File: config.mk
export PLATFORM = sky130hd
export DESIGN_NAME = lcd_mode_timing_sequencer_top
export DESIGN_NICKNAME = d
export VERILOG_FILES = /design/src/rtl/lmts_pkg.sv /design/src/rtl/lcd_mode_timing_sequencer_top.sv /design/src/rtl/lmts_step.sv
export SDC_FILE = /design/constraint.sdc
export NUM_CORES = 1
export LEC_CHECK = 0
export ABC_AREA = 1
export BUFFER_PORTS_ARGS = -buffer_cell sky130_fd_sc_hd__clkbuf_2
export CORE_MARGIN = 2
export CORE_UTILIZATION = 49
export CTS_BUF_LIST = sky130_fd_sc_hd__clkbuf_16
export DETAILED_ROUTE_END_ITERATION = 8
export GPL_TIMING_DRIVEN = 0
export PLACE_DENSITY_LB_ADDON = 0.05
export SLEW_MARGIN = 20
export SYNTH_ARGS = -nofsm -noshare
export SYNTH_HDL_FRONTEND = slang
export SYNTH_SLANG_ARGS = --single-unit
export TNS_END_PERCENT = 50
File: constraint.sdc
create_clock -name clk_i -period 10 [get_ports clk_i]
set_input_delay 2 -clock clk_i [delete_from_list [all_inputs] [get_ports clk_i]]
set_output_delay 2 -clock clk_i [all_outputs]
set_load 0.03 [all_outputs]
File: src/rtl/lmts_pkg.sv
// Shared types and timing constants for the LCD mode timing sequencer.
`timescale 1ns / 1ps

package lmts_pkg;

  // Number of lines drawn per frame before vertical blank starts.
  localparam logic [7:0]  VISIBLE_LINES = 8'd144;

  localparam logic [15:0] OAM_DOTS      = 16'd79;
  localparam logic [15:0] XFER_DOTS     = 16'd172;
  localparam logic [15:0] HBLANK_DOTS   = 16'd205;
  localparam logic [15:0] VBLANK_DOTS   = 16'd4560;
  localparam logic [15:0] LINE_DOTS     = 16'd456;
  localparam int          VBLANK_LINES  = 4560 / 456;

  localparam logic [15:0] DOT_MAX       = 16'hFFFF;

  // Configuration register indexes.
  localparam logic [1:0]  CFG_LINE_COMPARE = 2'd0;
  localparam logic [1:0]  CFG_HBLANK_EN    = 2'd1;
  localparam logic [1:0]  CFG_VBLANK_EN    = 2'd2;
  localparam logic [1:0]  CFG_OAM_EN       = 2'd3;

  typedef enum logic [1:0] {
    MODE_HORIZ_BLANK = 2'd0,
    MODE_VERT_BLANK  = 2'd1,
    MODE_OAM         = 2'd2,
    MODE_XFER        = 2'd3
  } lcd_mode_e;

  typedef struct packed {
    logic [15:0] dot_cnt;
    lcd_mode_e   mode;
    logic [7:0]  line;
  } lmts_state_t;

  typedef struct packed {
    logic [7:0] line_compare;
    logic       hblank_en;
    logic       vblank_en;
    logic       oam_en;
  } lmts_cfg_t;

  typedef struct packed {
    lcd_mode_e  lcd_mode;
    logic [7:0] current_line;
    logic       coincidence;
    logic       vblank_irq;
    logic       stat_irq;
    logic       line_done;
    logic [7:0] drawn_line;
    logic       frame_done;
  } lmts_result_t;

endpackage

File: src/rtl/lcd_mode_timing_sequencer_top.sv
// Top level of the LCD mode timing sequencer: handshakes, state and result registers.
`timescale 1ns / 1ps

// Usage: each input transaction on in_valid_i/in_ready_o carries dots_i, the
// number of dot clocks since the previous transaction. The block adds them to
// its dot counter, makes at most one LCD mode change and returns exactly one
// result transaction on out_valid_o/out_ready_i with the mode, current line,
// line-compare flag, interrupt pulses and line/frame completion flags.
// The transaction is captured in an input register; the mode update runs between
// that register and the result register, and the result is registered once the
// result register is free or drains. One transaction is taken every cycle while
// results are taken; the dot-counter update loop is what sets this rate. When the
// receiver stalls, the result register holds and the input register fills, after
// which in_ready_o drops until the result is taken; nothing is lost or repeated.
// Reset clears the dot counter and line to zero, starts in OAM search and clears
// all configuration registers. The user is to write configuration through
// cfg_we_i/cfg_idx_i/cfg_wdata_i only while the block is idle; it is not enforced.
module lcd_mode_timing_sequencer_top
  import lmts_pkg::*;
(
  input  logic       clk_i,
  input  logic       rst_ni,

  input  logic       cfg_we_i,
  input  logic [1:0] cfg_idx_i,
  input  logic [7:0] cfg_wdata_i,

  input  logic       in_valid_i,
  output logic       in_ready_o,
  input  logic [7:0] dots_i,

  output logic       out_valid_o,
  input  logic       out_ready_i,
  output logic [1:0] lcd_mode_o,
  output logic [7:0] current_line_o,
  output logic       coincidence_o,
  output logic       vblank_irq_o,
  output logic       stat_irq_o,
  output logic       line_done_o,
  output logic [7:0] drawn_line_o,
  output logic       frame_done_o
);

  lmts_cfg_t    cfg_q;
  lmts_state_t  state_q, state_d;
  lmts_result_t res_q, res_d;
  logic         in_valid_q;
  logic [7:0]   dots_q;
  logic         out_valid_q;
  logic         step;

  // The input stage moves on whenever the result register is free or drains.
  assign step       = in_valid_q && (!out_valid_q || out_ready_i);
  assign in_ready_o = !in_valid_q || step;

  always_ff @(posedge clk_i or negedge rst_ni) begin
    if (!rst_ni) begin
      cfg_q <= '0;
    end else if (cfg_we_i) begin
      case (cfg_idx_i)
        CFG_LINE_COMPARE: cfg_q.line_compare <= cfg_wdata_i;
        CFG_HBLANK_EN:    cfg_q.hblank_en    <= cfg_wdata_i[0];
        CFG_VBLANK_EN:    cfg_q.vblank_en    <= cfg_wdata_i[0];
        CFG_OAM_EN:       cfg_q.oam_en       <= cfg_wdata_i[0];
        default:          cfg_q              <= cfg_q;
      endcase
    end
  end

  always_ff @(posedge clk_i or negedge rst_ni) begin
    if (!rst_ni) begin
      in_valid_q <= 1'b0;
    end else if (in_ready_o) begin
      in_valid_q <= in_valid_i;
    end
  end

  always_ff @(posedge clk_i) begin
    if (in_valid_i && in_ready_o) begin
      dots_q <= dots_i;
    end
  end

  lmts_step u_step (
    .cur_i  (state_q),
    .cfg_i  (cfg_q),
    .dots_i (dots_q),
    .nxt_o  (state_d),
    .res_o  (res_d)
  );

  always_ff @(posedge clk_i or negedge rst_ni) begin
    if (!rst_ni) begin
      state_q.dot_cnt <= '0;
      state_q.mode    <= MODE_OAM;
      state_q.line    <= '0;
      out_valid_q     <= 1'b0;
    end else begin
      if (step) begin
        state_q     <= state_d;
        out_valid_q <= 1'b1;
      end else if (out_ready_i) begin
        out_valid_q <= 1'b0;
      end
    end
  end

  always_ff @(posedge clk_i) begin
    if (step) begin
      res_q <= res_d;
    end
  end

  assign out_valid_o    = out_valid_q;
  assign lcd_mode_o     = res_q.lcd_mode;
  assign current_line_o = res_q.current_line;
  assign coincidence_o  = res_q.coincidence;
  assign vblank_irq_o   = res_q.vblank_irq;
  assign stat_irq_o     = res_q.stat_irq;
  assign line_done_o    = res_q.line_done;
  assign drawn_line_o   = res_q.drawn_line;
  assign frame_done_o   = res_q.frame_done;

`ifndef SYNTHESIS
  a_line_done_visible: assert property (@(posedge clk_i) disable iff (!rst_ni)
    out_valid_q && res_q.line_done |-> res_q.drawn_line < VISIBLE_LINES)
    else $error("drawn line outside the visible range");

  a_frame_done_vblank: assert property (@(posedge clk_i) disable iff (!rst_ni)
    out_valid_q && res_q.frame_done |->
      res_q.lcd_mode == MODE_VERT_BLANK && res_q.vblank_irq && res_q.line_done)
    else $error("frame completion without vertical blank entry");

  a_vblank_irq_mode: assert property (@(posedge clk_i) disable iff (!rst_ni)
    out_valid_q && res_q.vblank_irq |-> res_q.lcd_mode == MODE_VERT_BLANK)
    else $error("vertical blank interrupt outside vertical blank");

  a_state_holds: assert property (@(posedge clk_i) disable iff (!rst_ni)
    !step |=> $stable(state_q))
    else $error("sequencer state changed without a transaction");
`endif

endmodule

File: src/rtl/lmts_step.sv
// Next-state and result logic for one dot batch of the LCD mode sequencer.
`timescale 1ns / 1ps

module lmts_step
  import lmts_pkg::*;
(
  input  lmts_state_t  cur_i,
  input  lmts_cfg_t    cfg_i,
  input  logic [7:0]   dots_i,
  output lmts_state_t  nxt_o,
  output lmts_result_t res_o
);

  logic [16:0] sum;
  logic [15:0] dot_sat;
  logic [3:0]  vb_quot;
  logic [7:0]  vb_line;
  logic [7:0]  line_inc;
  logic        enter;
  lcd_mode_e   new_mode;

  assign sum      = {1'b0, cur_i.dot_cnt} + 17'(dots_i);
  assign dot_sat  = sum[16] ? DOT_MAX : sum[15:0];
  assign line_inc = cur_i.line + 8'd1;

  // Line within vertical blank: counter / 456, found by comparing against
  // the line boundaries. Only used while the counter is below 4560.
  always_comb begin
    vb_quot = 4'd0;
    for (int k = 1; k < VBLANK_LINES; k++) begin
      if (dot_sat >= 16'(k * int'(LINE_DOTS))) begin
        vb_quot = vb_quot + 4'd1;
      end
    end
  end

  assign vb_line = VISIBLE_LINES + 8'(vb_quot);

  always_comb begin
    nxt_o         = cur_i;
    nxt_o.dot_cnt = dot_sat;
    enter         = 1'b0;
    new_mode      = cur_i.mode;
    res_o         = '0;

    case (cur_i.mode)
      MODE_OAM: begin
        if (dot_sat >= OAM_DOTS) begin
          nxt_o.dot_cnt = dot_sat - OAM_DOTS;
          new_mode      = MODE_XFER;
          enter         = 1'b1;
        end
      end
      MODE_XFER: begin
        if (dot_sat >= XFER_DOTS) begin
          nxt_o.dot_cnt = dot_sat - XFER_DOTS;
          new_mode      = MODE_HORIZ_BLANK;
          enter         = 1'b1;
        end
      end
      MODE_HORIZ_BLANK: begin
        if (dot_sat >= HBLANK_DOTS) begin
          nxt_o.dot_cnt = dot_sat - HBLANK_DOTS;
          if (cur_i.line < VISIBLE_LINES) begin
            res_o.line_done  = 1'b1;
            res_o.drawn_line = cur_i.line;
          end
          nxt_o.line = line_inc;
          enter      = 1'b1;
          if (line_inc >= VISIBLE_LINES) begin
            new_mode         = MODE_VERT_BLANK;
            res_o.frame_done = 1'b1;
          end else begin
            new_mode = MODE_OAM;
          end
        end
      end
      MODE_VERT_BLANK: begin
        if (dot_sat < VBLANK_DOTS) begin
          nxt_o.line = vb_line;
        end else begin
          nxt_o.dot_cnt = dot_sat - VBLANK_DOTS;
          nxt_o.line    = 8'd0;
          new_mode      = MODE_OAM;
          enter         = 1'b1;
        end
      end
      default: begin
        nxt_o = cur_i;
      end
    endcase

    // Every transition above moves to a different mode, so each one is an entry.
    if (enter) begin
      nxt_o.mode       = new_mode;
      res_o.vblank_irq = (new_mode == MODE_VERT_BLANK);
      res_o.stat_irq   = (new_mode == MODE_HORIZ_BLANK && cfg_i.hblank_en) ||
                         (new_mode == MODE_VERT_BLANK  && cfg_i.vblank_en) ||
                         (new_mode == MODE_OAM         && cfg_i.oam_en);
    end

    res_o.lcd_mode     = nxt_o.mode;
    res_o.current_line = nxt_o.line;
    res_o.coincidence  = (nxt_o.line == cfg_i.line_compare);
  end

endmodule

==> flow_summary.ini <==
[global_route]
grt_antenna_before_repair = 0
use_met3_pct = 4.323
grt_max_degree = 40
met2_usage_pct = 46.31
grt_util_met1_pct = 39.39
busiest_layer = met2
grt_pass1_vias = 6297
track_usage_pct = 28.47
grt-ovfl-total = 0
grt_first_pass_wirelength_um = 32350

[clock_network]
hold_buffers = 0
cts_resized = 0
postCtsSetupBuffers = 0
clk_latency_ns = 0.35
clockRootBuffer = clkbuf_16
h-tree-depth = 3
cts.path.max_buffers = 2
cts_tree = built
cts.sinks = 70
cts_buffers = 9
clk_pin_slew_worst_paths_ns = 0.07

[timing]
fin_skew_ns = 0.01076
tightest_slew_ns = 0.9459
finalSetupViolCount = 0
period_minus_slack_ns = 6.894
rsz0062_at_grt = no
max_slew_margin_pct = 36.71
final_hold_viol_count = 0
whs_ns = 0.4842
min_period_over_period_pct = 68.94
slew_viol_final = 0
finalSetupTns_ns = 0
timing.fmax_ghz = 0.1451

[setup_path]
cpLargestDelayFamily = simple AND/OR/NAND/NOR gates
cpMostUsedCell = nand2_1
worstSetupPathType = reg2reg
cp.arrival_ns = 7.00
cp_num_buf_inv = 8
cpPeakStageDelay_ns = 0.46
r2r_slack_ns = 3.11
slowest_stage = fa_1
endpoint_kind = register
worst-path-max-fanout = 10
worstPathRequired_ns = 10.11
crit_path_start_kind = register

[yosys]
syn_avg_cell_area_um2 = 6.808
postSynth.asyncResetShare_pct = 55.71
netlist_area_um2 = 6746
seq_area_frac_synth_pct = 28.28
netlist_instances = 991
synth_fp_nets = 1041
synth_edf_count = 31
yosys_warnings = 0
dominantRegCellSynth = dfrtp_1
synth_cell_types = 60
ys_ff_latch = 70

[floorplanning]
rows = 42
pin_count = 48
dieArea_um2 = 14720
initial_utilization_pct = 50.54
die_h_um = 121.3
core_um2 = 13350
die_w_um = 121.3

[drt]
avgViaCountPerCell = 5.439
drc = 0
dr.pass1.iters = 5
routedWlPerCell_um = 16.45
vias = 6695
drt-initial-drc-count = 564
ant_nets = 0
wl_um = 20250

[placed_design]
io_buffer_count = 47
hpwl_um = 15950
gp_congestion = 0.9825

[status]
status = finished, final reports clean

[cells_and_area]
diodes = 0
drive_gt1_share_pct = 17.25
synthToLayoutAreaGrowth_pct = 12.00
nets = 1100

[worst_hold_path]
hold_class = reg2reg

[job]
maxCapViolCount = 0
-- flip-flops by register name, summed over array words and instances (netlist names) --
register,count
coincidence_o,1
drawn_line_o,8
line_done_o,1
lcd_mode_o,2
in_valid_q,1
cfg_q,11
current_line_o,8
stat_irq_o,1
dots_q,8
state_q,26
vblank_irq_o,1
frame_done_o,1
out_valid_o,1
-- stage by stage --
stage	setup WS, ns	instance area [um2]	util (%)	cells
6_report	3.106	7556	56.61	1231
5_1_grt	2.472	7556	56.61	1231
4_1_cts	3.098	7553	56.59	1231
3_5_place_dp	3.139	7223	54.12	1215
3_3_place_gp	3.209	7202	53.96	1214
2_1_floorplan	4.008	6746	-	991
-- Yosys cell counts (2+ instances only) --
master	count	area, um2
nand2_1	233	874.6
inv_1	121	454.2
nor2_1	96	360.4
nand3_1	78	390.4
o21ai_0	75	375.4
a21oi_1	40	200.2
dfrtp_1	38	950.9
edfxtp_1	31	930.9
ha_1	26	325.3
inv_2	23	86.33
nand2_2	21	131.4
xor2_1	21	183.9
nor3_1	20	100.1
nand4_1	12	75.07
nor2_2	12	75.07
nand3_2	11	110.1
clkbuf_1	10	37.54
nor2_4	9	101.4
o21ai_1	9	45.04
a31oi_1	7	43.79
o221ai_1	7	61.31
mux2_2	6	67.56
nand2_4	6	67.56
nand3b_1	6	45.04
a311oi_1	5	43.79
clkinv_1	5	18.77
buf_6	4	45.04
nor4_1	4	25.02
o211ai_1	4	30.03
o31ai_1	4	30.03
buf_2	3	15.01
inv_4	3	18.77
nand3_4	3	52.55
o22ai_1	3	18.77
or2_2	3	18.77
xnor2_1	3	26.28
a211oi_1	2	15.01
a41oi_1	2	17.52
nor2_8	2	40.04
nor3_2	2	20.02
o21ai_2	2	17.52
-- cell usage in the layout, fill, tap and decap left out, types with 3 or more instances in the layout --
cell type,instances
clkbuf_2,47
o31ai_1,4
nand3_1,78
inv_1,121
clkbuf_16,9
nor3_1,20
nor4_1,4
o211ai_1,4
dfrtp_1,38
nand2_4,6
nor2_1,96
inv_4,3
o21ai_0,75
nand3_2,11
ha_1,26
xnor2_1,3
clkbuf_1,9
nor2_2,12
xor2_1,21
nand2_1,233
inv_2,23
nand4_1,12
nor2_4,9
a311oi_1,5
o21ai_1,9
a31oi_1,7
buf_2,3
o22ai_1,3
edfxtp_1,31
clkinv_1,5
nand3b_1,6
mux2_2,6
or2_2,3
nand2_2,21
o221ai_1,7
nand3_4,3
buf_6,4
a21oi_1,40
-- layout make-up --
class	count	area, um2
fill	1395	5792
multi-input combinational	751	4155
sequential	70	1908
inverter	152	578.1
timing repair buffer	48	257.7
clock buffer	9	225.2
tap	176	220.2
buffer	18	106.4
clock inverter	7	105.1
-- layer usage --
layer  vias to the layer above  part of all wire [%]
met5                         -                     0
met3                        24                   6.0
met4                         0                   1.6
met2                       208                    45
met1                      3056                    47
li1                       3407                     -
-- tightest hold or removal path, stage by stage (launching register included) --
cell and delay, ns:
dfrtp_1 0.34, nand2_1 0.05, o21ai_0 0.06
-- worst paths after layout --
kind	from	endpoint	cells after the start
min	cfg_q[1]	cfg_q[1]	2
max	state_q[10]	coincidence_o	48
min in group asynchronous	rst_ni	cfg_q[5]	1
max in group asynchronous	rst_ni	in_valid_q	1
max reg2reg	state_q[10]	coincidence_o	48
min reg2reg	cfg_q[1]	cfg_q[1]	2
-- cells by family after synthesis --
family	Yosys count	synth area share (%)
xor gates and xnor gates	24	3.116
adders and majority gates	27	5.119
muxes	6	1.001
and+or+nand+nor	523	37.59
AOI/OAI and AO/OA	171	14.76
buffers and inverters	170	10.13
DFF	70	28.28
Power is not shown: default switching activity piles up to over one toggle a cycle in this logic, so the estimate is an artifact.
